$ cat src/hw/rtl/mm_pkg.sv
// ----------------------------------------------------------------------------
// mm_pkg
// Shared widths, codes, state, command and status types of the matrix multiplier.
// ----------------------------------------------------------------------------
package mm_pkg;

    localparam int MAX_DIM_DEF    = 8;
    localparam int ELEM_WIDTH_DEF = 16;

    localparam int ACT_W     = 2;
    localparam int IDX_W     = 3;
    localparam int VAL_W     = 16;
    localparam int PROD_W    = 35;
    localparam int CFG_W     = 4;
    localparam int CFG_IDX_W = 2;

    localparam logic [CFG_W-1:0] DIM_RESET = CFG_W'(8);

    localparam logic [ACT_W-1:0] ACT_LOAD_A  = 2'd0;
    localparam logic [ACT_W-1:0] ACT_LOAD_B  = 2'd1;
    localparam logic [ACT_W-1:0] ACT_COMPUTE = 2'd2;

    localparam logic [CFG_IDX_W-1:0] REG_ROWS_A    = 2'd0;
    localparam logic [CFG_IDX_W-1:0] REG_INNER_LEN = 2'd1;
    localparam logic [CFG_IDX_W-1:0] REG_COLS_B    = 2'd2;

    typedef enum logic [1:0] {
        ST_IDLE,
        ST_ISSUE,
        ST_DRAIN
    } t_state;

    typedef struct packed {
        logic             wr_a;
        logic             wr_b;
        logic             rd;
        logic             first;
        logic             last_k;
        logic             last_elem;
        logic [IDX_W-1:0] i;
        logic [IDX_W-1:0] j;
        logic [IDX_W-1:0] k;
    } t_cmd;

    typedef struct packed {
        logic out_free;
        logic res_done;
    } t_status;

    function automatic logic [CFG_W-1:0] eff_dim(input logic [CFG_W-1:0] r, input int max_dim);
        logic [CFG_W-1:0] lim;
        lim = CFG_W'(max_dim);
        if (r == '0) begin
            return CFG_W'(1);
        end else if (r > lim) begin
            return lim;
        end
        return r;
    endfunction

endpackage

$ cat src/hw/rtl/mm_ctrl.sv
// ----------------------------------------------------------------------------
// mm_ctrl
// Configuration registers and the sequencer that walks rows, columns and
// the inner index of a compute item.
// ----------------------------------------------------------------------------
module mm_ctrl #(
    parameter int MAX_DIM = mm_pkg::MAX_DIM_DEF
) (
    input  logic                           i_clk,
    input  logic                           i_rst_n,
    input  logic                           i_cfg_we,
    input  logic [mm_pkg::CFG_IDX_W-1:0]   i_cfg_index,
    input  logic [mm_pkg::CFG_W-1:0]       i_cfg_data,
    input  logic                           i_valid,
    input  logic [mm_pkg::ACT_W-1:0]       i_action,
    output logic                           o_stall,
    input  mm_pkg::t_status                i_status,
    output mm_pkg::t_cmd                   o_cmd
);

    localparam int CW = mm_pkg::CFG_W;
    localparam int XW = mm_pkg::IDX_W;

    logic [CW-1:0]   r_rows_a;
    logic [CW-1:0]   r_inner_len;
    logic [CW-1:0]   r_cols_b;
    mm_pkg::t_state  r_state;
    mm_pkg::t_state  n_state;
    logic [XW-1:0]   r_i;
    logic [XW-1:0]   r_j;
    logic [XW-1:0]   r_k;

    logic [CW-1:0]   w_nr;
    logic [CW-1:0]   w_nk;
    logic [CW-1:0]   w_nc;
    logic            w_accept;
    logic            w_last_k;
    logic            w_last_j;
    logic            w_last_elem;
    logic            w_rd;

    assign w_nr = mm_pkg::eff_dim(r_rows_a, MAX_DIM);
    assign w_nk = mm_pkg::eff_dim(r_inner_len, MAX_DIM);
    assign w_nc = mm_pkg::eff_dim(r_cols_b, MAX_DIM);

    assign w_accept    = i_valid && (r_state == mm_pkg::ST_IDLE);
    assign w_last_k    = (CW'(r_k) + CW'(1)) == w_nk;
    assign w_last_j    = (CW'(r_j) + CW'(1)) == w_nc;
    assign w_last_elem = w_last_j && ((CW'(r_i) + CW'(1)) == w_nr);

    always_ff @(posedge i_clk) begin
        if (!i_rst_n) begin
            r_rows_a    <= mm_pkg::DIM_RESET;
            r_inner_len <= mm_pkg::DIM_RESET;
            r_cols_b    <= mm_pkg::DIM_RESET;
        end else if (i_cfg_we) begin
            unique case (i_cfg_index)
                mm_pkg::REG_ROWS_A:    r_rows_a    <= i_cfg_data;
                mm_pkg::REG_INNER_LEN: r_inner_len <= i_cfg_data;
                mm_pkg::REG_COLS_B:    r_cols_b    <= i_cfg_data;
                default: ;
            endcase
        end
    end

    always_comb begin
        n_state = r_state;
        unique case (r_state)
            mm_pkg::ST_IDLE: begin
                if (w_accept && (i_action == mm_pkg::ACT_COMPUTE)) begin
                    n_state = mm_pkg::ST_ISSUE;
                end
            end
            mm_pkg::ST_ISSUE: begin
                if (w_rd && w_last_k) begin
                    n_state = mm_pkg::ST_DRAIN;
                end
            end
            mm_pkg::ST_DRAIN: begin
                if (i_status.res_done) begin
                    n_state = w_last_elem ? mm_pkg::ST_IDLE : mm_pkg::ST_ISSUE;
                end
            end
            default: n_state = mm_pkg::ST_IDLE;
        endcase
    end

    always_comb begin
        o_stall = 1'b1;
        w_rd    = 1'b0;
        unique case (r_state)
            mm_pkg::ST_IDLE:  o_stall = 1'b0;
            mm_pkg::ST_ISSUE: w_rd    = (r_k != '0) || i_status.out_free;
            mm_pkg::ST_DRAIN: w_rd    = 1'b0;
            default:          o_stall = 1'b1;
        endcase
    end

    always_comb begin
        o_cmd.wr_a      = w_accept && (i_action == mm_pkg::ACT_LOAD_A);
        o_cmd.wr_b      = w_accept && (i_action == mm_pkg::ACT_LOAD_B);
        o_cmd.rd        = w_rd;
        o_cmd.first     = (r_k == '0);
        o_cmd.last_k    = w_last_k;
        o_cmd.last_elem = w_last_elem;
        o_cmd.i         = r_i;
        o_cmd.j         = r_j;
        o_cmd.k         = r_k;
    end

    always_ff @(posedge i_clk) begin
        if (!i_rst_n) begin
            r_state <= mm_pkg::ST_IDLE;
            r_i     <= '0;
            r_j     <= '0;
            r_k     <= '0;
        end else begin
            r_state <= n_state;
            if (w_accept && (i_action == mm_pkg::ACT_COMPUTE)) begin
                r_i <= '0;
                r_j <= '0;
                r_k <= '0;
            end
            if (w_rd) begin
                r_k <= w_last_k ? '0 : r_k + XW'(1);
            end
            if ((r_state == mm_pkg::ST_DRAIN) && i_status.res_done && !w_last_elem) begin
                if (w_last_j) begin
                    r_j <= '0;
                    r_i <= r_i + XW'(1);
                end else begin
                    r_j <= r_j + XW'(1);
                end
            end
        end
    end

endmodule

$ cat src/hw/rtl/mm_datapath.sv
// ----------------------------------------------------------------------------
// mm_datapath
// Element stores for A and B, multiply and accumulate pipeline and the
// output register.
// ----------------------------------------------------------------------------
module mm_datapath #(
    parameter int MAX_DIM    = mm_pkg::MAX_DIM_DEF,
    parameter int ELEM_WIDTH = mm_pkg::ELEM_WIDTH_DEF
) (
    input  logic                             i_clk,
    input  logic                             i_rst_n,
    input  mm_pkg::t_cmd                     i_cmd,
    output mm_pkg::t_status                  o_status,
    input  logic [mm_pkg::IDX_W-1:0]         i_row,
    input  logic [mm_pkg::IDX_W-1:0]         i_col,
    input  logic signed [mm_pkg::VAL_W-1:0]  i_value,
    input  logic                             i_stall,
    output logic                             o_valid,
    output logic [mm_pkg::IDX_W-1:0]         o_out_row,
    output logic [mm_pkg::IDX_W-1:0]         o_out_col,
    output logic signed [mm_pkg::PROD_W-1:0] o_product,
    output logic                             o_last
);

    localparam int DEPTH = MAX_DIM * MAX_DIM;
    localparam int AW    = (DEPTH > 1) ? $clog2(DEPTH) : 1;
    localparam int EW    = ELEM_WIDTH;
    localparam int PW    = mm_pkg::PROD_W;
    localparam int XW    = mm_pkg::IDX_W;

    typedef struct packed {
        logic          v;
        logic          first;
        logic          last_k;
        logic          last_elem;
        logic [XW-1:0] row;
        logic [XW-1:0] col;
    } t_tag;

    logic signed [EW-1:0] mem_a [DEPTH];
    logic signed [EW-1:0] mem_b [DEPTH];

    logic signed [EW-1:0]   w_elem;
    logic                   w_wr_ok;
    logic [AW-1:0]          w_waddr;
    logic [AW-1:0]          w_raddr_a;
    logic [AW-1:0]          w_raddr_b;
    logic signed [2*EW-1:0] w_mul;
    logic signed [63:0]     w_mul_ext;
    logic signed [PW-1:0]   w_sum;

    logic signed [EW-1:0] r_a_q;
    logic signed [EW-1:0] r_b_q;
    logic signed [PW-1:0] r_mul;
    logic signed [PW-1:0] r_acc;
    t_tag                 r_s1;
    t_tag                 r_s2;
    logic                 r_out_valid;
    logic [XW-1:0]        r_out_row;
    logic [XW-1:0]        r_out_col;
    logic signed [PW-1:0] r_out_product;
    logic                 r_out_last;

    assign w_elem    = EW'({16'b0, i_value});
    assign w_wr_ok   = ({1'b0, i_row} < 4'(MAX_DIM)) && ({1'b0, i_col} < 4'(MAX_DIM));
    assign w_waddr   = AW'(int'(i_row) * MAX_DIM + int'(i_col));
    assign w_raddr_a = AW'(int'(i_cmd.i) * MAX_DIM + int'(i_cmd.k));
    assign w_raddr_b = AW'(int'(i_cmd.k) * MAX_DIM + int'(i_cmd.j));

    always_ff @(posedge i_clk) begin
        if (i_cmd.wr_a && w_wr_ok) begin
            mem_a[w_waddr] <= w_elem;
        end
        if (i_cmd.wr_b && w_wr_ok) begin
            mem_b[w_waddr] <= w_elem;
        end
        if (i_cmd.rd) begin
            r_a_q <= mem_a[w_raddr_a];
            r_b_q <= mem_b[w_raddr_b];
        end
    end

    assign w_mul     = r_a_q * r_b_q;
    assign w_mul_ext = 64'(w_mul);
    assign w_sum     = r_s2.first ? r_mul : r_acc + r_mul;

    always_ff @(posedge i_clk) begin
        r_s1.first     <= i_cmd.first;
        r_s1.last_k    <= i_cmd.last_k;
        r_s1.last_elem <= i_cmd.last_elem;
        r_s1.row       <= i_cmd.i;
        r_s1.col       <= i_cmd.j;
        r_s2.first     <= r_s1.first;
        r_s2.last_k    <= r_s1.last_k;
        r_s2.last_elem <= r_s1.last_elem;
        r_s2.row       <= r_s1.row;
        r_s2.col       <= r_s1.col;
        r_mul          <= w_mul_ext[PW-1:0];
        if (r_s2.v) begin
            r_acc <= w_sum;
        end
        if (!i_rst_n) begin
            r_s1.v <= 1'b0;
            r_s2.v <= 1'b0;
        end else begin
            r_s1.v <= i_cmd.rd;
            r_s2.v <= r_s1.v;
        end
    end

    assign o_status.res_done = r_s2.v && r_s2.last_k;
    assign o_status.out_free = !r_out_valid || !i_stall;

    always_ff @(posedge i_clk) begin
        if (!i_rst_n) begin
            r_out_valid <= 1'b0;
        end else if (o_status.res_done) begin
            r_out_valid <= 1'b1;
        end else if (!i_stall) begin
            r_out_valid <= 1'b0;
        end
    end

    always_ff @(posedge i_clk) begin
        if (o_status.res_done) begin
            r_out_row     <= r_s2.row;
            r_out_col     <= r_s2.col;
            r_out_product <= w_sum;
            r_out_last    <= r_s2.last_elem;
        end
    end

    assign o_valid   = r_out_valid;
    assign o_out_row = r_out_row;
    assign o_out_col = r_out_col;
    assign o_product = r_out_product;
    assign o_last    = r_out_last;

endmodule

$ cat src/hw/rtl/matrix_multiply.sv
// ----------------------------------------------------------------------------
// matrix_multiply
// Signed integer matrix multiplier with element loads and a compute item.
// ----------------------------------------------------------------------------
// Load items (A or B element) are taken one per cycle and give no result.
// A compute item emits rows_a * cols_b elements of C in row-major order,
// the final one flagged by o_last. Each element takes one registered read of
// each element store per inner step, then a registered multiply and the
// accumulate into the output register; the next element starts once the
// output register is free. While a compute item runs no input is taken;
// loads and a new compute are taken again while the final result still
// waits in the output register.
module matrix_multiply #(
    parameter int MAX_DIM    = mm_pkg::MAX_DIM_DEF,
    parameter int ELEM_WIDTH = mm_pkg::ELEM_WIDTH_DEF
) (
    input  logic                             i_clk,
    input  logic                             i_rst_n,
    input  logic                             i_cfg_we,
    input  logic [mm_pkg::CFG_IDX_W-1:0]     i_cfg_index,
    input  logic [mm_pkg::CFG_W-1:0]         i_cfg_data,
    input  logic                             i_valid,
    output logic                             o_stall,
    input  logic [mm_pkg::ACT_W-1:0]         i_action,
    input  logic [mm_pkg::IDX_W-1:0]         i_row,
    input  logic [mm_pkg::IDX_W-1:0]         i_col,
    input  logic signed [mm_pkg::VAL_W-1:0]  i_value,
    output logic                             o_valid,
    input  logic                             i_stall,
    output logic [mm_pkg::IDX_W-1:0]         o_out_row,
    output logic [mm_pkg::IDX_W-1:0]         o_out_col,
    output logic signed [mm_pkg::PROD_W-1:0] o_product,
    output logic                             o_last
);

    mm_pkg::t_cmd    w_cmd;
    mm_pkg::t_status w_status;

    mm_ctrl #(
        .MAX_DIM(MAX_DIM)
    ) u_ctrl (
        .i_clk       (i_clk),
        .i_rst_n     (i_rst_n),
        .i_cfg_we    (i_cfg_we),
        .i_cfg_index (i_cfg_index),
        .i_cfg_data  (i_cfg_data),
        .i_valid     (i_valid),
        .i_action    (i_action),
        .o_stall     (o_stall),
        .i_status    (w_status),
        .o_cmd       (w_cmd)
    );

    mm_datapath #(
        .MAX_DIM    (MAX_DIM),
        .ELEM_WIDTH (ELEM_WIDTH)
    ) u_datapath (
        .i_clk     (i_clk),
        .i_rst_n   (i_rst_n),
        .i_cmd     (w_cmd),
        .o_status  (w_status),
        .i_row     (i_row),
        .i_col     (i_col),
        .i_value   (i_value),
        .i_stall   (i_stall),
        .o_valid   (o_valid),
        .o_out_row (o_out_row),
        .o_out_col (o_out_col),
        .o_product (o_product),
        .o_last    (o_last)
    );

endmodule

$ cat config.mk
export PLATFORM = sky130hd
export DESIGN_NAME = matrix_multiply
export DESIGN_NICKNAME = d
export VERILOG_FILES = /design/src/hw/rtl/mm_pkg.sv /design/src/hw/rtl/mm_ctrl.sv /design/src/hw/rtl/mm_datapath.sv /design/src/hw/rtl/matrix_multiply.sv
export SDC_FILE = /design/constraint.sdc
export NUM_CORES = 2
export LEC_CHECK = 0
export BUFFER_PORTS_ARGS = -buffer_cell sky130_fd_sc_hd__buf_2
export CAP_MARGIN = 25
export CORE_MARGIN = 1
export CORE_UTILIZATION = 43
export DETAILED_ROUTE_END_ITERATION = 12
export PLACE_DENSITY = 0.62
export SLEW_MARGIN = 20
export SYNTH_ARGS = -nofsm -noshare
export SYNTH_HDL_FRONTEND = slang
export SYNTH_SLANG_ARGS = --single-unit
$ cat constraint.sdc
create_clock -name i_clk -period 8.3 [get_ports i_clk]
set_input_delay 1.245 -clock i_clk [delete_from_list [all_inputs] [get_ports i_clk]]
set_output_delay 1.245 -clock i_clk [all_outputs]
set_load 0.05 [all_outputs]
Word level (Yosys, flattened, before mapping)
Memory sizes are Yosys's and may differ from the RTL's. A register that Yosys moved wholly into a read port is not among the register bits.
Index checks and enable logic that the tools add are counted.
Word-level totals
  bits in registers: 153
  bits in latches: 0
  bits in writable memories: 2048
  memory bits (read-only): 0
  output and inout bits: 44
  word-level logic and storage cells: 120
  memories: 2
Operators by class
  add/sub/neg operators: 10
  $mul: 1
  divide/modulo/power cells: 0
  magnitude comparators: 3
  equal/unequal tests: 13
  shift-type cells: 0
  multiplexer cells: 37
  bitwise logic cells: 0
  reductions and logical operators: 28
Memories
  u_datapath.mem_a: depth 64, width 16, read ports 1, clocked after Yosys merged registers in 1, write ports 1, RTL line mm_datapath.sv:40  | logic signed [EW-1:0] mem_a [DEPTH];
  u_datapath.mem_b: depth 64, width 16, read ports 1, clocked after Yosys merged registers in 1, write ports 1, RTL line mm_datapath.sv:41  | logic signed [EW-1:0] mem_b [DEPTH];
Operators with widths (number)
  4-bit two-way mux: 9
  35-bit by 32-bit adder with 35-bit output: 1
  35-bit two-way mux: 1
  16-bit by 16-bit multiplier with 32-bit output: 1
  3-bit two-way mux: 8
  6-bit by 3-bit adder with 6-bit output: 3
  1-bit two-way mux: 15
  3-bit by 1-bit adder with 4-bit output, second input constant: 3
  4-bit equality test: 3
  4-bit greater-than comparator, second input constant: 3
  4-bit logical NOT: 3
  3-bit by 1-bit adder with 3-bit output, second input constant: 3
  1-bit logical AND: 9
  2-bit by 1-bit equality test with 1-bit output, second input constant: 3
  2-bit equality test, second input constant: 3
  2-bit logical NOT: 3
  2-bit two-way mux: 3
  2-bit by 1-bit != test with 1-bit output, second input constant: 3
  2-bit one-hot mux with 3 select lines: 1
  2-bit AND reduction: 3
  2-bit nonzero test: 2
  1-bit logical NOT: 3
  3-bit logical NOT: 1
  3-bit AND reduction: 1
  3 further kinds: 4

Logic depth before layout (Yosys ltp)
  depth after elaboration: 9
  gate-level depth with buffers: 24

By module
A second synthesis with hierarchy kept.
Unflattened totals
  cells, all modules: 4778
  area total of the unflattened synthesis: 95720.6 um^2
By module, submodules not included
  mm_datapath: times used 1, cells each 4613, area an instance 94247.9 um^2, seq. area each 65833.1 um^2
  mm_ctrl: times used 1, cells each 165, area an instance 1472.7 um^2, seq. area each 460.4 um^2

Worst setup path before layout
OpenSTA, ideal clock, no wires.
  kind: reg-to-reg
  start: register u_datapath.r_a_q[15] (read register of u_datapath.mem_a)
  end: register u_datapath.r_mul[31] (netlist name)
  arrival time: 5.901 ns
  slack: 2.327 ns
  stages on the path, launching flop included: 23
  path buffers: 1
  cells stage by stage: edfxtp_1 > clkbuf_1 > nand2_1 > inv_1 > fa_1 > fa_1 > fa_1 > fa_1 > fa_1 > inv_1 > fa_1 > inv_1 > ha_1 > a21o_1 > a21o_1 > a21oi_1 > o32ai_1 > a21o_1 > o31ai_4 > and3_1 > o31ai_1 > a21oi_1 > xnor2_1
Between the ends
  word-level cells in the longest chain between the ends: 1
RTL lines
  from (decl): RTL line mm_datapath.sv:52  | logic signed [EW-1:0] r_a_q;
  16-bit by 16-bit multiplier with 32-bit output: RTL line mm_datapath.sv:83  | assign w_mul = r_a_q * r_b_q;
  net u_datapath.w_mul[31]: RTL line mm_datapath.sv:48  | logic signed [2*EW-1:0] w_mul;
The timed path passes the listed nets, and every way through them passes these cells.
A chain may end at the register's enable or synchronous reset.

Worst setup path in the final report
  start: register u_datapath.r_a_q[15] (read register of u_datapath.mem_a)
  end: register u_datapath.r_mul[31] (netlist name)
Between the ends
  word-level cells in the longest chain between the ends: 1
RTL lines (RTL line)
  16-bit by 16-bit multiplier with 32-bit output: mm_datapath.sv:83
  net u_datapath.w_mul[31]: mm_datapath.sv:48
The timed path passes the listed nets, and every way through them passes these cells.

==> metrics.log <==
[metrics] count of max-cap constraint violations: 0
[metrics] clock tree from TritonCTS: done
[metrics] number of enable-type register cells in the synthesized netlist: 2157
[metrics] via count: 49.0k
[metrics] CTS sink cnt: 2233
[metrics] clock skew after layout: 0.0671 ns
[metrics] effective utilization at floorplan: 43.3%
[metrics] HPWL after DPL: 142000 µm
[metrics] number of distinct library cells after synthesis: 69
[metrics] number of inserted filler cells in the final layout: 18.5k
[metrics] result of the run: finished clean
[metrics] endpoint type of the worst setup path: register
[metrics] sequential element share of the synthesized area: 68.8%
[metrics] Tcrit/Tclk final: 78.4%
[metrics] category of the critical setup timing path: reg2reg
[metrics] minimum clock period: 6.50 ns
[metrics] maximum number of pins on one net before global-route repair: 125
[metrics] first-pass iteration count of the detailed router: 5
[metrics] Peak Freq: 0.154 GHz
[metrics] Max rail drop VDD: 0.000257 V
[metrics] first-pass GRT wire length: 340000 µm
[metrics] post-synthesis cell area: 96300 µm²
[metrics] total design power: 27.4 mW
[metrics] total die area: 226000 µm²
[metrics] number of H-tree levels: 4
[metrics] Fin. Hold Viols: 0
[metrics] actual transition at the worst max-transition pin: 1.06 ns
[metrics] cell count after synthesis: 5338
[metrics] area of the core region: 223000 µm²
[metrics] setup_tns: 0 ns
[metrics] proportion of layout cells with a drive suffix above 1: 19.8%
[metrics] CP Launch Type: register
[metrics] dominant synthesized flop cell: sky130_fd_sc_hd__edfxtp_1
[metrics] number of buffers inserted by hold repair at cts: 0
[metrics] die span in y: 475 µm
[metrics] Congestion Overflow GR: 0
[metrics] number of buffers added on ports: 78
[metrics] unrepaired setup endpoints after global routing: false
[metrics] cell chosen for the clock root: sky130_fd_sc_hd__clkbuf_16
[metrics] power per unit of standard cell area: 254 nW/µm²
[metrics] share of the synthesized area in the top cell type: 67.2%
[metrics] routed wire length: 231000 µm
[metrics] Final Wtd Congestion: 0.843
[metrics] yosys warns: 0
[metrics] number of clock buffers inserted by TritonCTS: 218
[metrics] antenna-violating nets left: 0
[metrics] average via count per standard cell: 5.61
[metrics] endpoint arrival time on the critical path: 7.16 ns
[metrics] all-layer global routing usage: 20.6%
[metrics] utilization after layout: 48.6%
[metrics] DIE WIDTH: 475 µm
[metrics] clock tree buffer depth: 3
[metrics] number of rows in the core area: 173
[metrics] Leak Pwr: 35.1 nW
[metrics] largest area contributor in the synthesized netlist: sky130_fd_sc_hd__edfxtp_1
[metrics] WL/cell: 26.5 µm
[metrics] net count after synthesis: 5756
[metrics] total setup buffers inserted after CTS: 0
[metrics] remaining max-slew budget at the tightest pin: 29.0%
[metrics] clock insertion delay at the later pin of the skew report: 0.82 ns
[metrics] synthesis-to-layout area growth: 12.2%
[metrics] drt initial violations: 5252
[metrics] average size of a mapped cell: 18.0 µm²
[metrics] quantity of gates resized following cts: 0
[metrics] critical path peak fanout: 16
[metrics] largest cells by area after synthesis: sky130_fd_sc_hd__edfxtp_1 67%, sky130_fd_sc_hd__mux4_2 11%, sky130_fd_sc_hd__fa_1 5.5%, sky130_fd_sc_hd__mux2i_1 2.2%, sky130_fd_sc_hd__dfxtp_1 1.6%
[metrics] dpl cells: 8328
[metrics] Non-Filler Instances: 8739
[metrics] worst hold path class: reg2reg
[metrics] count of boundary I/O pins: 79
[metrics] post-synthesis sequential element count: 2233
[metrics] DRC violation count after routing: 0
[metrics] initial antenna violation count: 14
[metrics] CTS clock-pin slew for the worst setup and hold paths: 0.06 ns
[metrics] Worst EP required: 8.96 ns
[metrics] top-count cell post-synth: sky130_fd_sc_hd__edfxtp_1
[metrics] Final Max Tran Viols: 0
[metrics] net total in the final layout: 5999
[metrics] vias in the first global route: 49.1k
[metrics] most frequent cells after synthesis: 2157 x sky130_fd_sc_hd__edfxtp_1, 464 x sky130_fd_sc_hd__mux4_2, 308 x sky130_fd_sc_hd__inv_1
[metrics] async set or reset register ratio after synthesis: 0%
[metrics] setup violation total in the final timing report: 0
==> power by group <==
| group | switching [mW] | internal (mW) |
|---|---|---|
| Sequential | 0.0855 | 12.6 |
| Combinational | 3.07 | 2.21 |
| Clock | 4.20 | 5.29 |
| Total | 7.35 | 20.1 |
==> per-stage QoR <==
stage	hold slack [ns]	setup WS [ns]	instance area (µm²)
floorplan	0.310	2.33	96300
global placement	0.316	1.92	101000
detailed placement	0.327	1.87	101000
CTS	0.337	1.84	108000
global route	0.345	1.49	108000
finish	0.331	1.80	108000
==> sequential cells by signal, summed over array words and instances, names as in the netlist, 2 cells and up <==
register              cells
u_datapath.mem_a       1024
u_datapath.mem_b       1024
u_datapath.o_product     35
u_datapath.r_acc         35
u_datapath.r_mul         32
u_datapath.r_a_q         16
u_datapath.r_b_q         16
u_datapath.r_s1          10
u_datapath.r_s2          10
u_ctrl.r_cols_b           4
u_ctrl.r_inner_len        4
u_ctrl.r_rows_a           4
u_ctrl.r_i                3
u_ctrl.r_j                3
u_ctrl.r_k                3
u_datapath.o_out_col      3
u_datapath.o_out_row      3
u_ctrl.r_state            2
==> layout make-up <==
class / count / area (µm²) / share of cell area [%]
Tap cell: 2975 / 3720 / 3.44
Sequential cell: 2233 / 66300 / 61.4
Inverter: 310 / 1170 / 1.08
Timing Repair Buffer: 273 / 2110 / 1.95
Clock buffer: 278 / 5720 / 5.29
Antenna cell: 2 / 5.00 / 0.00463
Multi-Input combinational cell: 2545 / 27900 / 25.8
Clock inverter: 123 / 1140 / 1.06
==> layout by cell type (no fill, tap or decap), types with 12 or more instances in the layout <==
master,synthesis,routed
sky130_fd_sc_hd__inv_1,308,307
sky130_fd_sc_hd__o22ai_1,65,65
sky130_fd_sc_hd__clkinv_1,0,52
sky130_fd_sc_hd__mux4_2,464,464
sky130_fd_sc_hd__buf_2,79,65
sky130_fd_sc_hd__xor2_1,22,22
sky130_fd_sc_hd__clkbuf_1,149,57
sky130_fd_sc_hd__edfxtp_1,2157,2157
sky130_fd_sc_hd__clkbuf_16,0,219
sky130_fd_sc_hd__nor2_2,0,18
sky130_fd_sc_hd__o221ai_1,64,64
sky130_fd_sc_hd__ha_1,120,120
sky130_fd_sc_hd__nor3_1,13,13
sky130_fd_sc_hd__a21oi_1,185,185
sky130_fd_sc_hd__nor2_1,198,179
sky130_fd_sc_hd__o21a_1,12,12
sky130_fd_sc_hd__nand2b_1,22,22
sky130_fd_sc_hd__fa_1,263,263
sky130_fd_sc_hd__nand3_1,24,24
sky130_fd_sc_hd__dfxtp_1,76,67
sky130_fd_sc_hd__a21o_1,27,27
sky130_fd_sc_hd__xnor2_1,43,43
sky130_fd_sc_hd__clkinv_2,0,39
sky130_fd_sc_hd__buf_4,0,187
sky130_fd_sc_hd__nand2_1,306,304
sky130_fd_sc_hd__nor2b_1,27,27
sky130_fd_sc_hd__and2_1,144,143
sky130_fd_sc_hd__o21ai_0,121,121
sky130_fd_sc_hd__a211oi_1,23,23
sky130_fd_sc_hd__a31oi_1,25,25
sky130_fd_sc_hd__mux2i_1,210,210
sky130_fd_sc_hd__bufinv_16,0,13
sky130_fd_sc_hd__mux2_2,66,66
==> per-layer routing <==
layer | routed length, µm | vias up | global-route usage (%) | share of wire (%)
li1 | - | 21200 | - | -
met1 | 101000 | 25800 | 30.1 | 44
met2 | 109000 | 1703 | 32.4 | 47
met3 | 16000 | 325 | 3.37 | 6.9
met4 | 4620 | 12 | 4.60 | 2.0
met5 | 89 | - | 0 | 0.038
==> path summary, 6_finish.rpt <==
check	start	endpoint	slack [ns]	depth (start not counted)
worst max-delay path	u_datapath.r_a_q[15]$_DFFE_PP_	u_datapath.r_mul[31]$_DFF_P_	1.80	21
worst min-delay path	u_datapath.r_s1[7]$_DFF_P_	u_datapath.r_s2[7]$_DFF_P_	0.33	0
worst min register to register	u_datapath.r_s1[7]$_DFF_P_	u_datapath.r_s2[7]$_DFF_P_	0.33	0
worst max register to register	u_datapath.r_a_q[15]$_DFFE_PP_	u_datapath.r_mul[31]$_DFF_P_	1.80	21
==> logic make-up (layout without fill, tap and decap cells) <==
kind of cell | Yosys count | after routing | share of synthesized area [%]
compound gates | 582 | 582 | 3.75
flops | 2233 | 2233 | 68.8
xor+xnor | 66 | 66 | 0.614
buf+inv | 560 | 984 | 2.29
mux | 740 | 740 | 13.8
simple gates | 774 | 774 | 3.69
fa+ha+maj | 383 | 383 | 7.02
other cells | 0 | 2 | 0
==> critical path, stage by stage, from the launching register on <==
cell                       delay, ns
sky130_fd_sc_hd__edfxtp_1       0.61
sky130_fd_sc_hd__nand2_1        0.22
sky130_fd_sc_hd__inv_1          0.10
sky130_fd_sc_hd__fa_1           0.75
sky130_fd_sc_hd__fa_1           0.50
sky130_fd_sc_hd__fa_1           0.50
sky130_fd_sc_hd__fa_1           0.51
sky130_fd_sc_hd__fa_1           0.49
sky130_fd_sc_hd__inv_1          0.05
sky130_fd_sc_hd__fa_1           0.47
sky130_fd_sc_hd__inv_1          0.04
sky130_fd_sc_hd__ha_1           0.36
sky130_fd_sc_hd__a21o_1         0.21
sky130_fd_sc_hd__a21o_1         0.18
sky130_fd_sc_hd__a21oi_1        0.19
sky130_fd_sc_hd__o32ai_1        0.12
sky130_fd_sc_hd__a21o_1         0.23
sky130_fd_sc_hd__o31ai_4        0.22
sky130_fd_sc_hd__and3_1         0.21
sky130_fd_sc_hd__o31ai_1        0.09
sky130_fd_sc_hd__a21oi_1        0.21
sky130_fd_sc_hd__xnor2_1        0.08
Power figures use the tool's default switching activity.
